File: src/sv/assert_macros.svh
// Assertion macros used by the timer event core.
`ifndef ASSERT_MACROS_SVH
`define ASSERT_MACROS_SVH

// Checks a property on every rising edge of clk_i while rst_ni is high.
`define TEDPC_ASSERT(lbl, prop, msg) \
  lbl: assert property (@(posedge clk_i) disable iff (!rst_ni) (prop)) else $error(msg);

// Checks that a consequent holds in the same cycle as its antecedent.
`define TEDPC_ASSERT_IMP(lbl, ante, cons, msg) \
  `TEDPC_ASSERT(lbl, (ante) |-> (cons), msg)

`endif

File: src/sv/tedpc_pkg.sv
// Types and constants of the timer event, DAC pattern and pulse capture core.
package tedpc_pkg;

  // Width of the measured time values and of the overflow counter.
  localparam int unsigned TIME_W = 32;

  localparam int unsigned MODE_W  = 2;
  localparam int unsigned TICKS_W = 17;
  localparam int unsigned COUNT_W = 16;
  localparam int unsigned SAMPLE_W = 12;
  localparam int unsigned STEP_W  = 4;
  localparam int unsigned OUT_TIME_W = 32;

  localparam logic [STEP_W-1:0] PATTERN_ZEROS = STEP_W'(5);
  localparam logic [STEP_W-1:0] PATTERN_LEN   = STEP_W'(10);

  localparam logic [TICKS_W-1:0] TICKS_RESET = TICKS_W'(100);

  typedef enum logic [MODE_W-1:0] {
    MODE_PATTERN     = 2'd0,
    MODE_PASSTHROUGH = 2'd1,
    MODE_SAMPLE_REQ  = 2'd2,
    MODE_PULSE_MEAS  = 2'd3
  } mode_e;

  // APB register indexes (byte address divided by four).
  localparam logic REG_MODE  = 1'b0;
  localparam logic REG_TICKS = 1'b1;

  typedef struct packed {
    logic                overflow_event;
    logic                capture_event;
    logic [COUNT_W-1:0]  capture_count;
    logic [SAMPLE_W-1:0] adc_sample;
    logic                rearm;
  } item_t;

  typedef struct packed {
    logic                  dac_write;
    logic [SAMPLE_W-1:0]   dac_value;
    logic                  sample_request;
    logic                  restart_counter;
    logic                  watch_falling_edge;
    logic [OUT_TIME_W-1:0] high_time;
    logic [OUT_TIME_W-1:0] low_time;
    logic                  measure_done;
  } result_t;

  typedef struct packed {
    logic [STEP_W-1:0] pattern_step;
    logic [TIME_W-1:0] overflow_count;
    logic              started;
    logic              done;
    logic              low_phase;
    logic              polarity_falling;
    logic [TIME_W-1:0] high_hold;
    logic [TIME_W-1:0] low_hold;
  } state_t;

endpackage

File: src/sv/tedpc_ifs.sv
// Valid/ready channel interfaces for timer events and for results.
interface tedpc_evt_if;
  logic                              valid;
  logic                              ready;
  logic                              overflow_event;
  logic                              capture_event;
  logic [tedpc_pkg::COUNT_W-1:0]     capture_count;
  logic [tedpc_pkg::SAMPLE_W-1:0]    adc_sample;
  logic                              rearm;

  modport source (output valid, overflow_event, capture_event, capture_count, adc_sample,
                  rearm, input ready);
  modport sink (input valid, overflow_event, capture_event, capture_count, adc_sample,
                rearm, output ready);
endinterface

interface tedpc_res_if;
  logic                              valid;
  logic                              ready;
  logic                              dac_write;
  logic [tedpc_pkg::SAMPLE_W-1:0]    dac_value;
  logic                              sample_request;
  logic                              restart_counter;
  logic                              watch_falling_edge;
  logic [tedpc_pkg::OUT_TIME_W-1:0]  high_time;
  logic [tedpc_pkg::OUT_TIME_W-1:0]  low_time;
  logic                              measure_done;

  modport source (output valid, dac_write, dac_value, sample_request, restart_counter,
                  watch_falling_edge, high_time, low_time, measure_done, input ready);
  modport sink (input valid, dac_write, dac_value, sample_request, restart_counter,
                watch_falling_edge, high_time, low_time, measure_done, output ready);
endinterface

File: src/sv/tedpc_step.sv
// Next-state and result logic for one timer event.
module tedpc_step (
  input  tedpc_pkg::mode_e                    mode_i,
  input  logic [tedpc_pkg::TICKS_W-1:0]       ticks_i,
  input  tedpc_pkg::state_t                   state_i,
  input  tedpc_pkg::item_t                    item_i,
  output tedpc_pkg::state_t                   state_o,
  output tedpc_pkg::result_t                  result_o
);

  localparam int unsigned ProdW = tedpc_pkg::TIME_W + tedpc_pkg::TICKS_W;

  logic                             started_r;
  logic                             done_r;
  logic                             handled;
  logic [tedpc_pkg::TIME_W-1:0]     count_n;
  logic [ProdW-1:0]                 product;
  logic [tedpc_pkg::TIME_W-1:0]     meas_time;
  tedpc_pkg::state_t                st;
  tedpc_pkg::result_t               res;

  // Rearm takes effect before the event itself is looked at.
  assign started_r = state_i.started & ~item_i.rearm;
  assign done_r    = state_i.done & ~item_i.rearm;
  assign handled   = item_i.overflow_event | item_i.capture_event;

  // A simultaneous overflow is counted before the capture is measured.
  assign count_n = (item_i.overflow_event && started_r) ?
                   state_i.overflow_count + tedpc_pkg::TIME_W'(1) : state_i.overflow_count;
  assign product   = ProdW'(count_n) * ProdW'(ticks_i);
  assign meas_time = product[tedpc_pkg::TIME_W-1:0] +
                     tedpc_pkg::TIME_W'(item_i.capture_count);

  always_comb begin
    st         = state_i;
    st.started = started_r;
    st.done    = done_r;
    res        = '0;
    if (handled) begin
      case (mode_i)
        tedpc_pkg::MODE_PATTERN: begin
          if (state_i.pattern_step < tedpc_pkg::PATTERN_ZEROS) begin
            res.dac_write   = 1'b1;
            st.pattern_step = state_i.pattern_step + tedpc_pkg::STEP_W'(1);
          end else if (state_i.pattern_step <
                       tedpc_pkg::PATTERN_LEN - tedpc_pkg::STEP_W'(1)) begin
            res.dac_write   = 1'b1;
            res.dac_value   = item_i.adc_sample;
            st.pattern_step = state_i.pattern_step + tedpc_pkg::STEP_W'(1);
          end else begin
            st.pattern_step = '0;
          end
        end
        tedpc_pkg::MODE_PASSTHROUGH: begin
          res.dac_write = 1'b1;
          res.dac_value = item_i.adc_sample;
        end
        tedpc_pkg::MODE_SAMPLE_REQ: begin
          res.sample_request = 1'b1;
        end
        default: begin
          if (!done_r) begin
            st.overflow_count = count_n;
            if (item_i.capture_event) begin
              st.overflow_count = '0;
              if (!started_r) begin
                st.started          = 1'b1;
                st.low_phase        = 1'b0;
                st.polarity_falling = 1'b1;
                res.restart_counter = 1'b1;
              end else if (!state_i.low_phase) begin
                st.high_hold        = meas_time;
                st.low_phase        = 1'b1;
                st.polarity_falling = 1'b0;
                res.restart_counter = 1'b1;
              end else begin
                st.low_hold  = meas_time;
                st.low_phase = 1'b0;
                st.done      = 1'b1;
              end
            end
          end
        end
      endcase
    end
    res.watch_falling_edge = st.polarity_falling;
    res.high_time          = tedpc_pkg::OUT_TIME_W'(st.high_hold);
    res.low_time           = tedpc_pkg::OUT_TIME_W'(st.low_hold);
    res.measure_done       = st.done;
  end

  assign state_o  = st;
  assign result_o = res;

endmodule

File: src/sv/timer_event_dac_and_pulse_capture_core.sv
// Top level of the timer event core: DAC pattern, passthrough, sample request and pulse capture.
// Each timer event arrives as one transaction on evt_i and produces exactly one
// result transaction on res_o. A transaction is first held in an input register;
// from there the event logic (one 32 x 17 multiply for the measured time, plus
// a handful of flags) writes the state registers and the result register in the
// same cycle, so a result is offered on res_o once its event has moved on from the
// input register into the result register. One event is accepted every cycle as
// long as results are drained, because the only feedback path is the state
// register loop through the overflow counter and the multiplier. The input and
// result registers form a two-deep pipeline: while a result waits for res_o.ready
// the next event is still taken into an empty input register. Software
// sets the operating mode and the ticks-per-overflow period over the APB port
// (byte addresses 0 and 4); these registers should only be written while no
// event is in flight.
module timer_event_dac_and_pulse_capture_core (
  input  logic              clk_i,
  input  logic              rst_ni,
  tedpc_evt_if.sink         evt_i,
  tedpc_res_if.source       res_o,
  input  logic              psel,
  input  logic              penable,
  input  logic              pwrite,
  input  logic [2:0]        paddr,
  input  logic [31:0]       pwdata,
  output logic [31:0]       prdata,
  output logic              pready
);

`include "assert_macros.svh"

  // Configuration registers.
  tedpc_pkg::mode_e                mode_q;
  logic [tedpc_pkg::TICKS_W-1:0]   ticks_q;
  logic                            cfg_wr;

  // Pipeline registers and block state.
  logic                            in_valid_q;
  tedpc_pkg::item_t                in_item_q;
  logic                            res_valid_q;
  tedpc_pkg::result_t              res_q;
  tedpc_pkg::state_t               state_q;
  tedpc_pkg::state_t               state_d;
  tedpc_pkg::result_t              res_d;
  logic                            advance;
  logic                            evt_take;

  assign pready = 1'b1;
  assign cfg_wr = psel && penable && pwrite && pready;

  always_ff @(posedge clk_i or negedge rst_ni) begin
    if (!rst_ni) begin
      mode_q  <= tedpc_pkg::MODE_PATTERN;
      ticks_q <= tedpc_pkg::TICKS_RESET;
    end else if (cfg_wr) begin
      case (paddr[2])
        tedpc_pkg::REG_MODE:  mode_q  <= tedpc_pkg::mode_e'(pwdata[tedpc_pkg::MODE_W-1:0]);
        tedpc_pkg::REG_TICKS: ticks_q <= pwdata[tedpc_pkg::TICKS_W-1:0];
        default: ;
      endcase
    end
  end

  always_comb begin
    case (paddr[2])
      tedpc_pkg::REG_MODE:  prdata = 32'(mode_q);
      tedpc_pkg::REG_TICKS: prdata = 32'(ticks_q);
      default:              prdata = '0;
    endcase
  end

  // The held event moves on whenever the result register is free or is being
  // emptied this cycle; a new event enters whenever the input register is empty or moves on.
  assign advance     = in_valid_q && (!res_valid_q || res_o.ready);
  assign evt_i.ready = !in_valid_q || advance;
  assign evt_take    = evt_i.valid && evt_i.ready;

  tedpc_step u_step (
    .mode_i   (mode_q),
    .ticks_i  (ticks_q),
    .state_i  (state_q),
    .item_i   (in_item_q),
    .state_o  (state_d),
    .result_o (res_d)
  );

  always_ff @(posedge clk_i or negedge rst_ni) begin
    if (!rst_ni) begin
      in_valid_q  <= 1'b0;
      res_valid_q <= 1'b0;
      state_q     <= '0;
    end else begin
      if (evt_take) begin
        in_valid_q <= 1'b1;
      end else if (advance) begin
        in_valid_q <= 1'b0;
      end
      if (advance) begin
        res_valid_q <= 1'b1;
        state_q     <= state_d;
      end else if (res_o.ready) begin
        res_valid_q <= 1'b0;
      end
    end
  end

  // Payload registers need no reset: their valid flags guard them.
  always_ff @(posedge clk_i) begin
    if (evt_take) begin
      in_item_q.overflow_event <= evt_i.overflow_event;
      in_item_q.capture_event  <= evt_i.capture_event;
      in_item_q.capture_count  <= evt_i.capture_count;
      in_item_q.adc_sample     <= evt_i.adc_sample;
      in_item_q.rearm          <= evt_i.rearm;
    end
    if (advance) begin
      res_q <= res_d;
    end
  end

  assign res_o.valid              = res_valid_q;
  assign res_o.dac_write          = res_q.dac_write;
  assign res_o.dac_value          = res_q.dac_value;
  assign res_o.sample_request     = res_q.sample_request;
  assign res_o.restart_counter    = res_q.restart_counter;
  assign res_o.watch_falling_edge = res_q.watch_falling_edge;
  assign res_o.high_time          = res_q.high_time;
  assign res_o.low_time           = res_q.low_time;
  assign res_o.measure_done       = res_q.measure_done;

  // An empty result register must never hold back the event channel.
  `TEDPC_ASSERT_IMP(a_ready_when_res_free, !res_valid_q, evt_i.ready,
                    "event stalled with free result register")
  // A finished measurement always belongs to a started one.
  `TEDPC_ASSERT_IMP(a_done_implies_started, state_q.done, state_q.started, "done without started")
  // The pattern counter never leaves its ten steps.
  `TEDPC_ASSERT(a_pattern_in_range, state_q.pattern_step < tedpc_pkg::PATTERN_LEN,
                "pattern step out of range")
  // A silent DAC cycle carries a zero value.
  `TEDPC_ASSERT_IMP(a_dac_zero_when_idle, res_valid_q && !res_q.dac_write,
                    res_q.dac_value == '0, "DAC value without write")

endmodule
File: src/flat_wrapper.sv
// flat-port wrapper written by rule: the top's interface ports become plain ports
module timer_event_dac_and_pulse_capture_core_flat 
  (clk_i, rst_ni, psel, penable, pwrite, paddr, pwdata, prdata, pready, evt_i_valid, evt_i_overflow_event, evt_i_capture_event, evt_i_capture_count, evt_i_adc_sample, evt_i_rearm, evt_i_ready, res_o_valid, res_o_dac_write, res_o_dac_value, res_o_sample_request, res_o_restart_counter, res_o_watch_falling_edge, res_o_high_time, res_o_low_time, res_o_measure_done, res_o_ready);
  tedpc_evt_if evt_i_i ();
  tedpc_res_if res_o_i ();
  input  logic clk_i;
  input  logic rst_ni;
  input  logic psel;
  input  logic penable;
  input  logic pwrite;
  input  logic [2:0] paddr;
  input  logic [31:0] pwdata;
  output logic [31:0] prdata;
  output logic pready;
  input wire logic [$bits(evt_i_i.valid)-1:0] evt_i_valid;
  input wire logic [$bits(evt_i_i.overflow_event)-1:0] evt_i_overflow_event;
  input wire logic [$bits(evt_i_i.capture_event)-1:0] evt_i_capture_event;
  input wire logic [$bits(evt_i_i.capture_count)-1:0] evt_i_capture_count;
  input wire logic [$bits(evt_i_i.adc_sample)-1:0] evt_i_adc_sample;
  input wire logic [$bits(evt_i_i.rearm)-1:0] evt_i_rearm;
  output wire logic [$bits(evt_i_i.ready)-1:0] evt_i_ready;
  output wire logic [$bits(res_o_i.valid)-1:0] res_o_valid;
  output wire logic [$bits(res_o_i.dac_write)-1:0] res_o_dac_write;
  output wire logic [$bits(res_o_i.dac_value)-1:0] res_o_dac_value;
  output wire logic [$bits(res_o_i.sample_request)-1:0] res_o_sample_request;
  output wire logic [$bits(res_o_i.restart_counter)-1:0] res_o_restart_counter;
  output wire logic [$bits(res_o_i.watch_falling_edge)-1:0] res_o_watch_falling_edge;
  output wire logic [$bits(res_o_i.high_time)-1:0] res_o_high_time;
  output wire logic [$bits(res_o_i.low_time)-1:0] res_o_low_time;
  output wire logic [$bits(res_o_i.measure_done)-1:0] res_o_measure_done;
  input wire logic [$bits(res_o_i.ready)-1:0] res_o_ready;
  assign evt_i_i.valid = evt_i_valid;
  assign evt_i_i.overflow_event = evt_i_overflow_event;
  assign evt_i_i.capture_event = evt_i_capture_event;
  assign evt_i_i.capture_count = evt_i_capture_count;
  assign evt_i_i.adc_sample = evt_i_adc_sample;
  assign evt_i_i.rearm = evt_i_rearm;
  assign evt_i_ready = evt_i_i.ready;
  assign res_o_valid = res_o_i.valid;
  assign res_o_dac_write = res_o_i.dac_write;
  assign res_o_dac_value = res_o_i.dac_value;
  assign res_o_sample_request = res_o_i.sample_request;
  assign res_o_restart_counter = res_o_i.restart_counter;
  assign res_o_watch_falling_edge = res_o_i.watch_falling_edge;
  assign res_o_high_time = res_o_i.high_time;
  assign res_o_low_time = res_o_i.low_time;
  assign res_o_measure_done = res_o_i.measure_done;
  assign res_o_i.ready = res_o_ready;
  timer_event_dac_and_pulse_capture_core u_core (.clk_i(clk_i), .rst_ni(rst_ni), .evt_i(evt_i_i), .res_o(res_o_i), .psel(psel), .penable(penable), .pwrite(pwrite), .paddr(paddr), .pwdata(pwdata), .prdata(prdata), .pready(pready));
endmodule
File: config.mk
export PLATFORM = sky130hd
export DESIGN_NAME = timer_event_dac_and_pulse_capture_core_flat
export DESIGN_NICKNAME = d
export VERILOG_FILES = /design/src/sv/tedpc_pkg.sv /design/src/sv/tedpc_ifs.sv /design/src/sv/tedpc_step.sv /design/src/sv/timer_event_dac_and_pulse_capture_core.sv /design/src/flat_wrapper.sv
export VERILOG_INCLUDE_DIRS = /design/src /design/src/sv
export SDC_FILE = /design/constraint.sdc
export NUM_CORES = 1
export LEC_CHECK = 0
export BUFFER_PORTS_ARGS = -buffer_cell sky130_fd_sc_hd__buf_2
export CAP_MARGIN = 5
export CORE_MARGIN = 5
export CORE_UTILIZATION = 45
export CTS_BUF_LIST = sky130_fd_sc_hd__clkbuf_16
export CTS_CLUSTER_SIZE = 8
export DETAILED_ROUTE_END_ITERATION = 8
export PLACE_DENSITY = 0.67
export SLEW_MARGIN = 20
export SYNTH_ARGS = -nofsm -noshare
export SYNTH_HDL_FRONTEND = slang
export SYNTH_SLANG_ARGS = --single-unit
File: constraint.sdc
create_clock -name clk_i -period 23 [get_ports clk_i]
set_input_delay 2.3 -clock clk_i [delete_from_list [all_inputs] [get_ports clk_i]]
set_output_delay 2.3 -clock clk_i [all_outputs]
set_load 0.005 [all_outputs]
==> metrics, run 1 <==
sequential fraction of the synthesis area 0.276; Initial DRC Count around 930; Hold Vio Cnt, Final 0; GRT Overall Usage 0.199; Slew Limit Fails 0; pre-CTS setup slack 14.30 ns; final worst-path cycle share 0.379; Reg-to-Reg Start u_core.in_item_q[0]$_DFFE_PP_; # clock sinks between 200 and 250; R2R Path End u_core.res_o.low_time[30]$_DFFE_PP_; required time worst endpoint between 20 and 25 ns; critical-path cell list nand3b_2, nor4_4, nand4_1, xnor2_1, nand2_1, fa_1, fa_1, fa_1, inv_1, fa_1, fa_1, inv_1, fa_1, inv_1, ha_1, a21o_1, or3_1, o21a_1, o311ai_0, mux2_2; CTS tree yes; layout cells sized above 1 0.125; critical path's largest stage delay 0.86 ns; Clock Tree Root clkbuf_16; vias in the first global route roughly 18000; io pins between 150 and 200; hold buffers post-CTS 0; P_leak around 0.013 uW; Post-synth EDFFs 112; Pwr Density around 46 mW/mm^2; routability cong. about 0.84; ys flop type dfrtp_1; FF-to-FF setup slack about 14 ns; CTS Buf Count 36; Final Non-Filler Cells about 3200; die height 239 um; Setup violations, final 0; Worst-path clk slew 0.05 ns; antenna diode count 0; Detailed Place HPWL between 40000 and 50000 um; Synth Register Bits around 240; first-pass GRT wire length ~92000 um; mapped cell area around 0.024 sq mm; Initial Utilization 0.456; dpl cells 3185; Mapped Cells between 2000 and 2500; largest buffer count on any clock path 3; R2R depth 20; CP most frequent cell fa_1; via count around 17000; YS warnings 0; setup_tns 0 ns; Worst Path Arrival roughly 9.1 ns; Worst setup SP type register; Avg Synthesized Cell Area 9.67 sq um; Slew HR 0.305; drt drc 0; Max-cap violations 0; Port Buffer Count approximately 160; row count 83; Min Clock Period, post-route slightly below 9 ns; Top delay family on crit path adder cells; maximum clock frequency 115 MHz; sequential cell area around 0.0065 sq mm; Setup Fix Bufs, Post-CTS 0; Detailed Route WL ~55000 um; placed inst area ~0.025 sq mm; final worst slack around 14 ns; CP Max Fanout 14; Congestion Overflow GR 0; drt pass-1 iters 5; DIE AREA between 0.05 and 0.06 sq mm; crit path capture type register; multi-input logic area 0.0148 sq mm; final design area excluding fillers 0.0260 sq mm; Nets 3036; Hold Startpoint u_core.state_q[27]$_DFFE_PN0P_; ys async rst share 0.527; H-tree depth 2; routed len/inst around 17 um; P&R area growth vs syn 10.7%; core area 0.0515 sq mm; hold path depth 2; Crit Path Category reg2reg; vias per cell a little over 5; Slowest-stage cell, CP xnor2_1; hold crit path type reg2reg; Worst Path Buf+Inv 3; sink of the worst hold path u_core.state_q[27]$_DFFE_PN0P_; pin count of the biggest net entering global routing 75; DRT antenna net count 0; Tightest Pin Transition 1.04 ns; fillcell total roughly 4700; Worst Skew between 0.015 and 0.02 ns; Worst-Skew Late Latency 0.53 ns; Synth cell types roughly 70; Chip Width around 240 um; Worst IR Drop VDD slightly below 0.00005 V; RSZ-0062 raised after global routing no; initial antenna violation count 0; post-CTS sizing 0; run status finished, final reports clean
[cells by family after synthesis]
logic type	Yosys count	synth area share
and+or+nand+nor	852	0.182
buffers and inverters	596	0.0980
adders and majority gates	420	0.330
DFF	237	0.276
AOI/OAI and AO/OA	192	0.0524
xor gates and xnor gates	71	0.0316
muxes	61	0.0290
other	2	0.000320
[layout by cell type, fill, tap and decap left out, types with 56 or more instances in the layout]
cell | synthesis | layout
and2_1 | 245 | 245
dfrtp_1 | 122 | 120
inv_1 | 472 | 493
fa_1 | 334 | 334
nand2_1 | 418 | 418
ha_1 | 86 | 86
buf_2 | 1 | 154
o21ai_0 | 56 | 56
mux2_2 | 56 | 56
edfxtp_1 | 112 | 112
[power by group]
| group | switching (uW) | internal [uW] |
|---|---|---|
| sequential | 62.5 | 487 |
| combinational | 99.5 | 64.4 |
| clock | 185 | 294 |
| total | 347 | 845 |
[registers in the layout, indices dropped and copies added (netlist names)]
register	count
u_core.res_o.measure_done	1
u_core.res_o.dac_value	12
u_core.in_item_q	31
u_core.ticks_q	17
u_core.res_o.dac_write	1
u_core.res_o.low_time	32
u_core.res_o.high_time	32
u_core.res_o.sample_request	1
u_core.res_o.restart_counter	1
u_core.state_q	104
u_core.mode_q	2
u_core.res_o.watch_falling_edge	1
u_core.in_valid_q	1
u_core.res_o.valid	1
[worst max path at each step]
stage,slack [ns],cells past startpoint,from,to
6_report,14.29,20,u_core.in_item_q[0]$_DFFE_PP_,u_core.res_o.low_time[30]$_DFFE_PP_
5_1_grt,13.80,20,u_core.in_item_q[0]$_DFFE_PP_,u_core.res_o.low_time[30]$_DFFE_PP_
4_1_cts,14.27,20,u_core.in_item_q[0]$_DFFE_PP_,u_core.res_o.low_time[30]$_DFFE_PP_
3_5_place_dp,14.30,20,u_core.in_item_q[0]$_DFFE_PP_,u_core.res_o.low_time[30]$_DFFE_PP_
3_3_place_gp,14.49,20,u_core.in_item_q[0]$_DFFE_PP_,u_core.res_o.low_time[30]$_DFFE_PP_
2_1_floorplan,15.53,26,u_core.in_item_q[0]$_DFFE_PP_,u_core.res_o.high_time[30]$_DFFE_PP_
[metal layers]
metal | wire length (um) | global-route usage | vias to the layer above
met2 | 26800 | 0.339 | 443
met1 | 23900 | 0.266 | 8516
met3 | 3240 | 0.0329 | 61
met4 | 938 | 0.0529 | 0
met5 | 0 | 0 | -
li1 | - | - | 7635
[layout make-up]
cell class              count  share of cell area
repair buffers            183              0.0381
inverters                 473              0.0683
multi-input cells        1612               0.570
clock inverters            25             0.00423
clock buffers              38              0.0366
well taps                 680              0.0327
flip-flops and latches    237               0.250
[cells in the mapped netlist (all sizes together), types with 14 or more instances]
| cell | instances | area [sq um] |
|---|---|---|
| and2 | 246 | 1540 |
| o21ai | 60 | 300 |
| nand3 | 23 | 120 |
| dfrtp | 122 | 3050 |
| nor2 | 42 | 160 |
| inv | 473 | 1780 |
| clkbuf | 98 | 368 |
| mux2 | 56 | 631 |
| nor2b | 36 | 225 |
| xnor2 | 47 | 434 |
| a21oi | 30 | 150 |
| xor2 | 19 | 193 |
| buf | 25 | 159 |
| o211ai | 15 | 113 |
| nor3 | 14 | 81.3 |
| nand2b | 18 | 113 |
| o31ai | 33 | 248 |
| ha | 86 | 1080 |
| fa | 334 | 6690 |
| edfxtp | 112 | 3360 |
| nand2 | 418 | 1570 |
[per-stage QoR]
| stage | total power, uW | utilization | hold WS [ns] |
|---|---|---|---|
| after detailed placement | 719 | 0.484 | 0.462 |
| after floorplan | 635 | - | 0.439 |
| after CTS | 1210 | 0.505 | 0.473 |
| after global placement | 710 | 0.484 | 0.453 |
| after global routing | 1250 | 0.505 | 0.489 |
| final | 1190 | 0.505 | 0.468 |
[tightest hold or removal path, cell delays in order, from the launching register on]
cell and delay (ns):
dfrtp_1 0.34, nand2_1 0.05, nand2_1 0.05
Power figures use the tool's default switching activity.
==> inputs of run 2 (changes only) <==
Settings changed: PLACE_DENSITY 0.67 to 0.69.
Clock period 23 ns to 7.7 ns, I/O delays scaled along.
==> metrics, run 2 (synthesis results as in run 1) <==
final worst slack 0.232 ns; Detailed Route WL 56000 um; pre-CTS setup slack -0.0746 ns; R2R depth 26; most frequent cells in the layout 495 x inv_1, 418 x nand2_1, 331 x fa_1, 246 x and2_1, 155 x buf_2; drt pass-1 iters 5; Crit Path Category reg2reg; Worst-path clk slew 0.05 ns; layout cells sized above 1 0.166; commonest non-fill, non-tap cell in the layout inv_1; CTS Buf Count 36; first-pass GRT wire length slightly above 90000 um; Initial Utilization 0.456; Worst IR Drop VDD about 0.00016 V; Reg power frac 0.456; P_leak 0.0135 uW; Nets 3129; maximum clock frequency ~130 MHz; hold crit path type in2async; # clock sinks between 200 and 250; Switching Fraction 0.294; Slew Limit Fails 0; final design area excluding fillers ~0.027 sq mm; initial antenna violation count 1; H-tree depth 2; Net Switching between 1000 and 1500 uW; Worst setup SP type register; Clock Tree Root clkbuf_16; Overall Power 3590 uW; Pwr Density between 100 and 150 mW/mm^2; CP Max Fanout 11; Detailed Place HPWL approximately 43000 um; DIE AREA 0.0569 sq mm; routed len/inst approximately 17 um; Gate power share 0.142; largest buffer count on any clock path 3; drt drc 0; Max-cap violations 0; CP most frequent cell fa_1; Worst Skew approximately 0.016 ns; pin count of the biggest net entering global routing just under 80; placed inst area ~0.026 sq mm; routability cong. 0.867; Worst Path Arrival just under 8 ns; Tightest Pin Transition roughly 1.1 ns; Chip Width between 200 and 250 um; Pint about 2500 uW; Hold Vio Cnt, Final 0; Min Clock Period, post-route ~7.5 ns; run status finished, final reports clean; Initial DRC Count a little under 1000; critical path's largest stage delay between 0.5 and 0.6 ns; Clock Power Share 0.402; vias in the first global route approximately 18000; DRT antenna net count 0; core area 0.0515 sq mm; P&R area growth vs syn 14.8%; Worst-Skew Late Latency approximately 0.54 ns; CTS tree yes; vias per cell 5.02; via count 16800; die height 239 um; final worst-path cycle share 0.970; GRT Overall Usage 0.200; crit path capture type register; row count 83; register with the most flip-flops u_core.state_q; antenna diode count 0; required time worst endpoint roughly 8 ns; Setup violations, final 0; Port Buffer Count about 160; io pins approximately 190; max reg flops 104; Congestion Overflow GR 0; Slew HR 0.246; Slowest-stage cell, CP fa_1
## run 2: cell count changes in the layout (fill, tap and decap cells not counted), moves of 4 or more
| cell | change |
|---|---|
| o21ai_0 | -4 |
| buf_12 | +5 |
| buf_4 | +83 |
| buf_6 | +4 |
| a21oi_1 | -4 |
## run 2: worst paths after layout
check,startpoint,to,slack (ns)
hold / removal,rst_ni,u_core.state_q[96]$_DFFE_PN0P_,0.20
min in group clk_i,evt_i_capture_count[2],u_core.in_item_q[15]$_DFFE_PP_,0.42
hold reg to reg,u_core.state_q[39]$_DFFE_PN0P_,u_core.state_q[39]$_DFFE_PN0P_,0.47
max in group asynchronous,rst_ni,u_core.state_q[62]$_DFFE_PN0P_,6.26
setup reg to reg,u_core.state_q[79]$_DFFE_PN0P_,u_core.res_o.low_time[30]$_DFFE_PP_,0.23
setup / recovery,u_core.state_q[79]$_DFFE_PN0P_,u_core.res_o.low_time[30]$_DFFE_PP_,0.23
## run 2: timing repair
item | 4_1_cts | 5_1_grt
pin swaps | 0 | 19
hold endpoints to repair | 0 | 0
gates resized for setup | 4 | 57
setup endpoints to repair | 8 | 46
buffers inserted | 0 | 16
hold buffers | 0 | 0
## run 2: critical path: cells and delay by family, from the launching register on
family,cells,cell delay (ns)
AOI/OAI and AO/OA,5,0.94
adders and majority gates,7,3.28
buffers and inverters,7,0.75
DFF,1,0.45
muxes,1,0.26
and+or+nand+nor,6,1.49
## run 2: layout make-up
class	instances	area, sq um
clock buffers	38	951
multi-input cells	1612	15000
well taps	680	851
clock inverters	27	118
inverters	473	1780
flip-flops and latches	237	6500
fillers	4605	24500
repair buffers	276	1770
## run 2: stage by stage
stage / util / cells / setup TNS [ns] / hold WS [ns]
floorplan: - / 2445 / 0 / 0.439
global placement: 0.495 / 3262 / 0 / 0.453
detailed placement: 0.495 / 3262 / -0.227 / 0.462
CTS: 0.516 / 3327 / 0 / 0.190
global route: 0.524 / 3343 / -0.253 / 0.224
finish: 0.524 / 3343 / 0 / 0.198
## run 2: power groups by stage
stage          Sequential [uW]  Combinational, uW  Clock, uW
6_report                  1640                510       1450
5_1_grt                   1650                571       1540
4_1_cts                   1640                510       1480
3_5_place_dp              1660                506          0
3_3_place_gp              1650                489          0
2_1_floorplan             1530                367          0
## run 2: per-layer routing
layer | GRT usage | up-vias | routed length (um) | part of all wire
li1 | - | 7822 | - | -
met1 | 0.261 | 8410 | 23700 | 0.42
met2 | 0.344 | 486 | 27700 | 0.49
met3 | 0.0407 | 79 | 3600 | 0.064
met4 | 0.0517 | 0 | 1030 | 0.018
met5 | 0 | - | 0 | 0
==> inputs of run 3 (changes only) <==
Settings changed: CORE_UTILIZATION 45 to 56, PLACE_DENSITY 0.69 to 0.82.
==> metrics, run 3 (synthesis results as in run 1) <==
run status finished, final reports clean; final worst-path cycle share 0.981; drt pass-1 iters 5; routability cong. around 0.9; vias in the first global route a little under 20000; Initial DRC Count 1358; Worst-path clk slew ~0.050 ns; initial antenna violation count 1; GRT Overall Usage 0.252; Worst-Skew Late Latency 0.52 ns; CTS tree yes; Max-cap violations 0; Pwr Density roughly 130 mW/mm^2; via count roughly 18000; Min Clock Period, post-route roughly 7.6 ns; Net Switching 1060 uW; Setup violations, final 0; crit path capture type register; Hold WS 0.311 ns; Reg power frac 0.463; drt drc 0; Detailed Route WL 58300 um; hold buffers post-CTS 0; register with the most flip-flops u_core.state_q; placed inst area ~0.025 sq mm; CP Max Fanout 7; most frequent cells in the layout 495 x inv_1, 416 x nand2_1, 333 x fa_1, 246 x and2_1, 154 x buf_2; Switching Fraction 0.296; Chip Width roughly 210 um; final design area excluding fillers between 0.02 and 0.03 sq mm; pin count of the biggest net entering global routing between 80 and 90; routed len/inst 18.3 um; Clock Power Share 0.402; pre-CTS setup slack -0.0180 ns; final core occ 0.638; Crit Path Category reg2reg; DRT antenna net count 0; core area between 0.04 and 0.05 sq mm; Pint 2530 uW; commonest non-fill, non-tap cell in the layout inv_1; Nets 3114; DIE AREA around 0.046 sq mm; layout cells sized above 1 0.158; Detailed Place HPWL 43400 um; Slew Limit Fails 0; CTS Buf Count 36; Slowest-stage cell, CP or4_4; Port Buffer Count roughly 160; vias per cell between 5 and 6; io pins around 190; P_leak between 0.01 and 0.015 uW; setup_tns 0 ns; P&R area growth vs syn 13.4%; final worst slack 0.146 ns; max reg flops approximately 100; H-tree depth 2; Tightest Pin Transition ~1.1 ns; maximum clock frequency between 100 and 150 MHz; Initial Utilization 0.563; Worst IR Drop VDD between 0.00015 and 0.0002 V; required time worst endpoint 8.15 ns; Congestion Overflow GR 0; Worst Path Arrival ~8 ns; Worst setup SP type register; Slew HR 0.236; # clock sinks between 200 and 250; critical path's largest stage delay between 0.5 and 0.6 ns; row count between 70 and 80; Worst Skew about 0.012 ns; Hold Vio Cnt, Final 0; first-pass GRT wire length around 96000 um; Gate power share 0.135; largest buffer count on any clock path 3; hold crit path type in2async; Clock Tree Root clkbuf_16; die height about 210 um; CP most frequent cell fa_1
[run 3: cell count changes in the layout (fill, tap and decap cells not counted), moves of 3 or more]
cell	before	now
buf_4	111	97
o31ai_1	30	33
o31ai_2	3	0
xnor2_1	37	41
xnor2_2	9	4
[run 3: per-stage QoR]
stage               total power [uW]  std cells
floorplan                       1900       2445
global route                    3730       3187
CTS                             3600       3165
detailed placement              2150       3101
finish                          3600       3187
global placement                2120       3101
[run 3: power by group through the flow]
stage | Sequential, uW | Clock, uW | Combinational, uW
finish | 1660 | 1450 | 486
global placement | 1670 | 0 | 452
detailed placement | 1680 | 0 | 476
CTS | 1650 | 1460 | 483
floorplan | 1530 | 0 | 367
global route | 1680 | 1520 | 540
[run 3: cell type report]
class / count / area, sq um
Antenna cell: 1 / 2.50
Clock buffer: 38 / 951
Clock inverter: 26 / 118
Fill cell: 3132 / 15100
Inverter: 473 / 1780
Multi-Input combinational cell: 1612 / 15000
Sequential cell: 237 / 6500
Tap cell: 539 / 674
Timing Repair Buffer: 261 / 1660
[run 3: timing repair]
item | 4_1_cts | 5_1_grt
endpoints found under the setup margin | 3 | 44
resized for setup | 4 | 49
buffers inserted | 0 | 21
pin swaps | 0 | 24
[run 3: worst max-delay path, delay by kind of cell, from the launching register on]
kind / cells / cell delay [ns]
adder cells (fa/ha/maj): 7 / 3.26
AND/OR/NAND/NOR: 6 / 1.51
AO/OA/AOI/OAI: 7 / 1.35
buffers and inverters: 7 / 0.74
flip-flops: 1 / 0.48
XOR/XNOR: 1 / 0.14
[run 3: metal layers]
layer  up-vias  GRT usage  wire length (um)
met3       165     0.0395              4450
met2       823      0.444             29500
met5         -          0                 0
met1      8806      0.321             22500
li1       7791          -                 -
met4         0     0.0831              1890
[run 3: worst paths after layout]
check,start,end,slack (ns),cells past startpoint
min in group clk_i,evt_i_adc_sample[1],u_core.in_item_q[2]$_DFFE_PP_,0.42,1
max reg2reg,u_core.in_item_q[30]$_DFFE_PP_,u_core.state_q[25]$_DFFE_PN0P_,0.15,28
min,rst_ni,u_core.ticks_q[8]$_DFFE_PN0P_,0.31,1
min reg2reg,u_core.state_q[64]$_DFFE_PN0P_,u_core.state_q[64]$_DFFE_PN0P_,0.47,2
max,u_core.in_item_q[30]$_DFFE_PP_,u_core.state_q[25]$_DFFE_PN0P_,0.15,28
max in group asynchronous,rst_ni,u_core.state_q[55]$_DFFE_PN0P_,5.92,2
